===== config.mk =====
export PLATFORM = sky130hd
export DESIGN_NAME = messagepack_item_encoder_core
export DESIGN_NICKNAME = d
export VERILOG_FILES = /design/src/hw/rtl/mie_pkg.sv /design/src/hw/rtl/mie_classify.sv /design/src/hw/rtl/mie_queue.sv /design/src/hw/rtl/mie_serializer.sv /design/src/hw/rtl/messagepack_item_encoder_core.sv
export SDC_FILE = /design/constraint.sdc
export NUM_CORES = 1
export LEC_CHECK = 0
export ABC_AREA = 0
export BUFFER_PORTS_ARGS = -buffer_cell sky130_fd_sc_hd__buf_4
export CORE_MARGIN = 1.5
export CORE_UTILIZATION = 45
export CTS_CLUSTER_SIZE = 28
export DETAILED_ROUTE_END_ITERATION = 8
export GPL_ROUTABILITY_DRIVEN = 1
export GPL_TIMING_DRIVEN = 0
export SKIP_LAST_GASP = 1
export SLEW_MARGIN = 20
export SYNTH_ARGS = -nofsm -noshare
export SYNTH_HDL_FRONTEND = slang
export SYNTH_SLANG_ARGS = --single-unit

===== constraint.sdc =====
create_clock -name clk -period 6.85 [get_ports clk]
set_clock_uncertainty 0.2 [all_clocks]
set_input_delay 0.685 -clock clk [delete_from_list [all_inputs] [get_ports clk]]
set_output_delay 0.685 -clock clk [all_outputs]
set_load 0.01 [all_outputs]

===== src/hw/rtl/mie_pkg.sv =====
// Shared types and codes for the MessagePack item encoder.
package mie_pkg;

	localparam logic [3:0] ACT_NULL   = 4'd0;
	localparam logic [3:0] ACT_BOOL   = 4'd1;
	localparam logic [3:0] ACT_UINT   = 4'd2;
	localparam logic [3:0] ACT_SINT   = 4'd3;
	localparam logic [3:0] ACT_FLOAT  = 4'd4;
	localparam logic [3:0] ACT_STR    = 4'd5;
	localparam logic [3:0] ACT_ARRAY  = 4'd6;
	localparam logic [3:0] ACT_MAP    = 4'd7;
	localparam logic [3:0] ACT_RAW    = 4'd8;

	localparam logic [7:0] TAG_NIL    = 8'hc0;
	localparam logic [7:0] TAG_FALSE  = 8'hc2;
	localparam logic [7:0] TAG_UINT8  = 8'hcc;
	localparam logic [7:0] TAG_UINT16 = 8'hcd;
	localparam logic [7:0] TAG_UINT32 = 8'hce;
	localparam logic [7:0] TAG_UINT64 = 8'hcf;
	localparam logic [7:0] TAG_INT8   = 8'hd0;
	localparam logic [7:0] TAG_INT16  = 8'hd1;
	localparam logic [7:0] TAG_INT32  = 8'hd2;
	localparam logic [7:0] TAG_INT64  = 8'hd3;
	localparam logic [7:0] TAG_FLOAT64 = 8'hcb;
	localparam logic [7:0] TAG_STR8   = 8'hd9;
	localparam logic [7:0] TAG_STR16  = 8'hda;
	localparam logic [7:0] TAG_STR32  = 8'hdb;
	localparam logic [7:0] TAG_ARR16  = 8'hdc;
	localparam logic [7:0] TAG_ARR32  = 8'hdd;
	localparam logic [7:0] TAG_MAP16  = 8'hde;
	localparam logic [7:0] TAG_MAP32  = 8'hdf;
	localparam logic [7:0] FIX_STR    = 8'ha0;
	localparam logic [7:0] FIX_ARRAY  = 8'h90;
	localparam logic [7:0] FIX_MAP    = 8'h80;

	typedef struct packed {
		logic [3:0]  action;
		logic [63:0] value;
	} item_t;

	typedef struct packed {
		logic [7:0] out_byte;
		logic       last;
	} result_t;

	// One classified item: lead byte, payload byte count, payload left-aligned.
	typedef struct packed {
		logic [7:0]  tag;
		logic [3:0]  nbytes;
		logic [63:0] data;
	} job_t;

endpackage


===== src/hw/rtl/mie_classify.sv =====
// Front end: takes requests, picks the smallest encoding, registers the job.
module mie_classify
	import mie_pkg::*;
(
	input  logic  clk,
	input  logic  arst_n,
	input  logic  push,
	output logic  full,
	input  item_t item,
	output logic  job_valid,
	output job_t  job,
	input  logic  job_full
);

	logic  valid_s1;
	job_t  job_s1;
	job_t  job_d;
	logic  [3:0] act;
	logic  [63:0] v;
	logic  [31:0] len32;
	logic  advance;

	assign act   = item.action;
	assign v     = item.value;
	assign len32 = v[31:0];

	always_comb begin
		logic [7:0] tag;
		logic [3:0] n;
		tag = TAG_NIL;
		n   = 4'd0;
		case (act)
			ACT_BOOL: begin
				tag = TAG_FALSE | {7'd0, v[0]};
			end
			ACT_UINT, ACT_SINT: begin
				if (act == ACT_SINT && v[63]) begin
					if (&v[63:5]) begin
						tag = v[7:0];
					end else if (&v[63:7]) begin
						tag = TAG_INT8;  n = 4'd1;
					end else if (&v[63:15]) begin
						tag = TAG_INT16; n = 4'd2;
					end else if (&v[63:31]) begin
						tag = TAG_INT32; n = 4'd4;
					end else begin
						tag = TAG_INT64; n = 4'd8;
					end
				end else if (v[63:7] == '0) begin
					tag = v[7:0];
				end else if (v[63:8] == '0) begin
					tag = TAG_UINT8;  n = 4'd1;
				end else if (v[63:16] == '0) begin
					tag = TAG_UINT16; n = 4'd2;
				end else if (v[63:32] == '0) begin
					tag = TAG_UINT32; n = 4'd4;
				end else begin
					tag = TAG_UINT64; n = 4'd8;
				end
			end
			ACT_FLOAT: begin
				tag = TAG_FLOAT64; n = 4'd8;
			end
			ACT_STR: begin
				if (len32[31:5] == '0) begin
					tag = FIX_STR | {3'd0, len32[4:0]};
				end else if (len32[31:8] == '0) begin
					tag = TAG_STR8;  n = 4'd1;
				end else if (len32[31:16] == '0) begin
					tag = TAG_STR16; n = 4'd2;
				end else begin
					tag = TAG_STR32; n = 4'd4;
				end
			end
			ACT_ARRAY, ACT_MAP: begin
				if (len32[31:4] == '0) begin
					tag = ((act == ACT_MAP) ? FIX_MAP : FIX_ARRAY) | {4'd0, len32[3:0]};
				end else if (len32[31:16] == '0) begin
					tag = (act == ACT_MAP) ? TAG_MAP16 : TAG_ARR16; n = 4'd2;
				end else begin
					tag = (act == ACT_MAP) ? TAG_MAP32 : TAG_ARR32; n = 4'd4;
				end
			end
			ACT_RAW: begin
				tag = v[7:0];
			end
			default: begin
				tag = TAG_NIL;
			end
		endcase
		job_d.tag    = tag;
		job_d.nbytes = n;
		// left-align payload so the back end always shifts out the top byte
		case (n)
			4'd1:    job_d.data = {v[7:0], 56'd0};
			4'd2:    job_d.data = {v[15:0], 48'd0};
			4'd4:    job_d.data = {v[31:0], 32'd0};
			4'd8:    job_d.data = v;
			default: job_d.data = '0;
		endcase
	end

	assign advance   = !valid_s1 || !job_full;
	assign full      = !advance;
	assign job_valid = valid_s1;
	assign job       = job_s1;

	always_ff @(posedge clk or negedge arst_n) begin
		if (!arst_n) begin
			valid_s1 <= 1'b0;
		end else if (advance) begin
			valid_s1 <= push;
		end
	end

	always_ff @(posedge clk) begin
		if (advance && push) begin
			job_s1 <= job_d;
		end
	end

endmodule


===== src/hw/rtl/mie_queue.sv =====
// Small job queue between the classifier and the serializer.
module mie_queue
	import mie_pkg::*;
#(
	parameter int DEPTH = 4
) (
	input  logic clk,
	input  logic arst_n,
	input  logic wr_valid,
	input  job_t wr_job,
	output logic q_full,
	output logic rd_valid,
	output job_t rd_job,
	input  logic rd_take
);

	localparam int AW = (DEPTH > 1) ? $clog2(DEPTH) : 1;
	localparam int CW = $clog2(DEPTH + 1);

	job_t          mem_q [DEPTH];
	logic [AW-1:0] wptr_q;
	logic [AW-1:0] rptr_q;
	logic [CW-1:0] count_q;
	logic          do_wr;
	logic          do_rd;

	assign q_full   = (count_q == CW'(DEPTH));
	assign rd_valid = (count_q != '0);
	assign rd_job   = mem_q[rptr_q];
	assign do_wr    = wr_valid && !q_full;
	assign do_rd    = rd_take && rd_valid;

	always_ff @(posedge clk or negedge arst_n) begin
		if (!arst_n) begin
			wptr_q  <= '0;
			rptr_q  <= '0;
			count_q <= '0;
		end else begin
			if (do_wr) begin
				wptr_q <= (wptr_q == AW'(DEPTH - 1)) ? '0 : wptr_q + 1'b1;
			end
			if (do_rd) begin
				rptr_q <= (rptr_q == AW'(DEPTH - 1)) ? '0 : rptr_q + 1'b1;
			end
			case ({do_wr, do_rd})
				2'b10:   count_q <= count_q + 1'b1;
				2'b01:   count_q <= count_q - 1'b1;
				default: count_q <= count_q;
			endcase
		end
	end

	always_ff @(posedge clk) begin
		if (do_wr) begin
			mem_q[wptr_q] <= wr_job;
		end
	end

endmodule


===== src/hw/rtl/mie_serializer.sv =====
// Back end: shifts out the lead byte and the payload bytes of each job.
module mie_serializer
	import mie_pkg::*;
(
	input  logic    clk,
	input  logic    arst_n,
	input  logic    job_valid,
	input  job_t    job,
	output logic    job_take,
	output logic    empty,
	input  logic    pop,
	output result_t result
);

	logic        active_q;
	logic        sent_tag_q;
	logic [3:0]  cnt_q;
	logic [7:0]  tag_q;
	logic [63:0] data_q;
	logic        cur_last;
	logic        popped;

	assign cur_last        = sent_tag_q ? (cnt_q == 4'd1) : (cnt_q == 4'd0);
	assign popped          = pop && active_q;
	assign job_take        = job_valid && (!active_q || (popped && cur_last));
	assign empty           = !active_q;
	assign result.out_byte = sent_tag_q ? data_q[63:56] : tag_q;
	assign result.last     = cur_last;

	always_ff @(posedge clk or negedge arst_n) begin
		if (!arst_n) begin
			active_q   <= 1'b0;
			sent_tag_q <= 1'b0;
			cnt_q      <= '0;
		end else if (job_take) begin
			active_q   <= 1'b1;
			sent_tag_q <= 1'b0;
			cnt_q      <= job.nbytes;
		end else if (popped) begin
			if (cur_last) begin
				active_q <= 1'b0;
			end else if (!sent_tag_q) begin
				sent_tag_q <= 1'b1;
			end else begin
				cnt_q <= cnt_q - 1'b1;
			end
		end
	end

	always_ff @(posedge clk) begin
		if (job_take) begin
			tag_q  <= job.tag;
			data_q <= job.data;
		end else if (popped && sent_tag_q) begin
			data_q <= {data_q[55:0], 8'd0};
		end
	end

endmodule


===== src/hw/rtl/messagepack_item_encoder_core.sv =====
// MessagePack item encoder: one request in, its encoded bytes out.
//
// Input channel: a request (action, value) is taken on a rising edge with push
// high and full low. Result channel: while empty is low, result holds the next
// encoded byte and its last flag; pop high on an edge with empty low takes it.
// Each request yields 1 to 9 bytes, the final one marked last.
//
// When the back end is idle, a taken request passes the classifier register
// and the job queue before the serializer loads it. The classifier registers
// the chosen form, a QUEUE_DEPTH-entry job queue sits between it and the
// serializer. The result side gives one byte per cycle while pop stays high,
// and the next job is loaded on the edge that pops the last byte, so
// single-byte requests stream at one per cycle. The request side keeps
// accepting until the job queue and the classifier register are both full.
// Reset clears the classifier stage, the queue and the serializer; nothing else
// is held between requests. When the receiver stalls, the current byte holds
// and the queue fills, then full rises.
module messagepack_item_encoder_core
	import mie_pkg::*;
#(
	parameter int QUEUE_DEPTH = 4
) (
	input  logic    clk,
	input  logic    arst_n,
	input  logic    push,
	output logic    full,
	input  item_t   item,
	output logic    empty,
	input  logic    pop,
	output result_t result
);

	logic cls_valid;
	job_t cls_job;
	logic q_full;
	logic q_valid;
	job_t q_job;
	logic q_take;

	mie_classify u_classify (
		.clk       (clk),
		.arst_n    (arst_n),
		.push      (push),
		.full      (full),
		.item      (item),
		.job_valid (cls_valid),
		.job       (cls_job),
		.job_full  (q_full)
	);

	mie_queue #(
		.DEPTH (QUEUE_DEPTH)
	) u_queue (
		.clk      (clk),
		.arst_n   (arst_n),
		.wr_valid (cls_valid),
		.wr_job   (cls_job),
		.q_full   (q_full),
		.rd_valid (q_valid),
		.rd_job   (q_job),
		.rd_take  (q_take)
	);

	mie_serializer u_serializer (
		.clk       (clk),
		.arst_n    (arst_n),
		.job_valid (q_valid),
		.job       (q_job),
		.job_take  (q_take),
		.empty     (empty),
		.pop       (pop),
		.result    (result)
	);

endmodule


==> metrics.yaml <==
final.setup.tns_ns: 0
finalSetupViolCount: 0
period_minus_slack_ns: 3.97
cts_root_buf: "clkbuf_16"
powerDensity_nw_per_um2: 388
io_buffers: 77
whs_ns: 0.135
synth_edf_count: 452
drv_cap: 0
synth_nets: 1222
gp_congestion: 0.920
r2r_slack_ns: 2.88
rsz0062_at_grt: "no"
dieArea_um2: 43300
track_usage: 0.224
worstPathMaxFanout: 18
routedWlPerCell_um: 25.9
synth_compound_area_frac: 0.0430
drv_slew: 0
hpwl_um: 33800
synth_cell_types: 71
drt_wl_total_um: 48000
r2r-end: "u_queue.count_q[2]"
grt_first_pass_wirelength_um: 70300
drt-initial-drc-count: 959
dp.cells: 1762
crit_type: "register to register"
synth_top_family_by_area: "multiplexers"
grt_max_degree: 44
overflow: 0
fin_util: 0.533
synth_area_um2: 18900
clkTransAtPathRegs_ns: 0.06
yosys.area_share.simple: 0.0953
cts_tree: "done"
ios: 83
nets: 1361
critPathLaunchType: "register"
synthFlopType: "edfxtp_1"
synthTopCellsByArea: "edfxtp_1 (72%), mux4_2 (9.0%), nand2_1 (4.0%), dfrtp_1 (1.9%), and2_1 (1.3%)"
hold_violations: 0
critPathArrivalTime_ns: 4.25
drt_first_pass_iters: 5
synth-adder-area-share: 0.00634
synthCells: 1141
dp_slack_ns: 2.88
fillers: 3288
numCtsBuffers: 47
tightestPinTransition_ns: 0.995
yosys.area.top_type: "edfxtp_1"
timing.rr.start: "u_serializer.cnt_q[0]"
min_to: "u_classify.job_valid"
start_util: 0.460
worstHoldStart: "push"
cp-end-kind: "register"
irDropWorstVdd_v: 0.000193
insertion_delay_ns: 0.56
relSlewSlack: 0.336
p_int_mw: 6.15
dieWidth_um: 208
synthXorXnorAreaFrac: 0.00278
ys_seq_elements: 466
htree_levels: 2
instances_no_fill: 1849
seqPwrFrac: 0.488
p_clk_frac: 0.285
syn2layout_area_growth_pct: 16.1
synth_mux_area_frac: 0.0962
num_rows: 74
synth_top_cells_by_count: "edfxtp_1 (452), nand2_1 (203), mux4_2 (76)"
drive_gt1_frac: 0.218
fp.dieH_um: 208
hold_depth: 2
worst_slack_ns: 2.88
antenna_found_initial: 1
via_per_inst: 5.73
switchingPower_mw: 2.38
clock-sinks: 466
cts-resized-gates: 0
crit_required_ns: 7.14
r2r_cells: 15
hold_class: "input pin to register"
avgSynthCellArea_um2: 16.6
synth.top_cell.area_share: 0.717
power.leakage_nw: 7.65
grt_pass1_vias: 10600
vias: 10600
p_comb_frac: 0.227
drc: 0
clockBufferDepth: 3
fin_crit_sh: 0.579
ant_nets: 0
p_sw_frac: 0.279
yosysWarnings: 0
status: "finished, final reports clean"
core_um2: 41200
synth-async-reset-ratio: 0.0300
yosysMostFrequentCell: "edfxtp_1"
ys_seq_area_frac: 0.735
clock.fmax_mhz: 252
[how the worst max path moves through the flow]
stage                           from                  to  slack [ns]  depth (start not counted)
6_report       u_serializer.cnt_q[0]  u_queue.count_q[2]        2.88                         15
5_1_grt        u_serializer.cnt_q[1]  u_queue.count_q[2]        2.64                         15
4_1_cts        u_serializer.cnt_q[0]  u_queue.count_q[2]        2.85                         15
3_5_place_dp   u_serializer.cnt_q[0]  u_queue.count_q[2]        2.88                         15
3_3_place_gp                    push  u_classify.job[28]       -0.26                          2
2_1_floorplan     u_queue.count_q[0]   u_classify.job[0]        2.09                          3
[cell type report]
cell class	instances	area [um2]	share of cell area
flip-flops and latches	466	13900	0.633
multi-input cells	589	4650	0.211
clock buffers	56	1230	0.0560
repair buffers	90	881	0.0401
well taps	532	666	0.0303
plain buffers	59	299	0.0136
clock inverters	28	226	0.0103
inverters	27	101	0.00461
diodes	2	5.00	0.000228
[cell usage in the layout, fill, tap and decap left out, drive strengths merged, types with 6 or more instances in the layout]
cell type / synthesis / layout
ha: 8 / 8
nand3: 12 / 12
buf: 21 / 110
a22o: 16 / 16
nor2: 32 / 32
or2: 7 / 7
a221o: 7 / 7
edfxtp: 452 / 452
o211ai: 22 / 22
and2: 40 / 40
o21ai: 25 / 25
mux2: 8 / 8
dfrtp: 14 / 14
inv: 27 / 28
and3: 6 / 6
nor3: 11 / 11
nor4: 19 / 19
clkinv: 0 / 22
nand2: 203 / 203
mux4: 76 / 76
a21oi: 14 / 14
clkbuf: 38 / 94
nand4: 29 / 29
[power groups by stage]
stage / Sequential (mW) / Combinational [mW] / Clock [mW]
2_1_floorplan: 4.16 / 1.22 / 0
3_3_place_gp: 4.29 / 1.84 / 0
3_5_place_dp: 4.22 / 1.98 / 0
4_1_cts: 4.17 / 1.98 / 2.47
5_1_grt: 4.22 / 2.10 / 2.59
6_report: 4.17 / 1.94 / 2.43
[state kept, by name (all words and copies together), names as in the netlist]
register and count:
u_classify.job 76, u_classify.job_valid 1, u_queue.count_q 3, u_queue.mem_q 304
u_queue.rptr_q 2, u_queue.wptr_q 2, u_serializer.active_q 1, u_serializer.cnt_q 4
u_serializer.data_q 64, u_serializer.sent_tag_q 1, u_serializer.tag_q 8
[logic make-up (layout without fill, tap and decap cells)]
kind of cell / after synthesis / count (layout)
other: 0 / 2
XOR/XNOR: 6 / 6
AO/OA/AOI/OAI: 112 / 112
AND/OR/NAND/NOR: 376 / 376
adder cells (fa/ha/maj): 9 / 9
buffers and inverters: 86 / 260
flip-flops: 466 / 466
multiplexers: 86 / 86
[per-layer routing]
metal  wire length [um]  GRT usage  vias to the layer above  share of wire
li1                   -          -                     4721              -
met1              21500      0.324                     5429           0.45
met2              22400      0.350                      381           0.47
met3               3030     0.0417                       55          0.063
met4               1050     0.0664                        0          0.022
met5                  0          0                        -              0
[worst max-delay path, stage by stage (launching register included)]
cell	delay (ns)
dfrtp_1	0.42
inv_1	0.07
ha_1	0.18
mux2i_1	0.08
nor3_1	0.32
nand2_1	0.16
a21o_1	0.19
clkbuf_1	0.30
inv_2	0.32
clkbuf_2	0.50
ha_1	0.28
inv_1	0.06
fa_1	0.37
xor2_1	0.15
nor2_1	0.12
xor2_1	0.14
[through the flow]
| step | total power [mW] | instance area, um2 |
|---|---|---|
| 2_1_floorplan | 5.38 | 18900 |
| 5_1_grt | 8.90 | 22000 |
| 3_3_place_gp | 6.13 | 20200 |
| 4_1_cts | 8.62 | 22000 |
| 3_5_place_dp | 6.20 | 20500 |
| 6_report | 8.53 | 22000 |
[repair_timing]
item	in CTS	in global routing
hold buffers	1	0
setup buffers	0	0
hold endpoints to repair	14	0
Power figures use the tool's default switching activity.
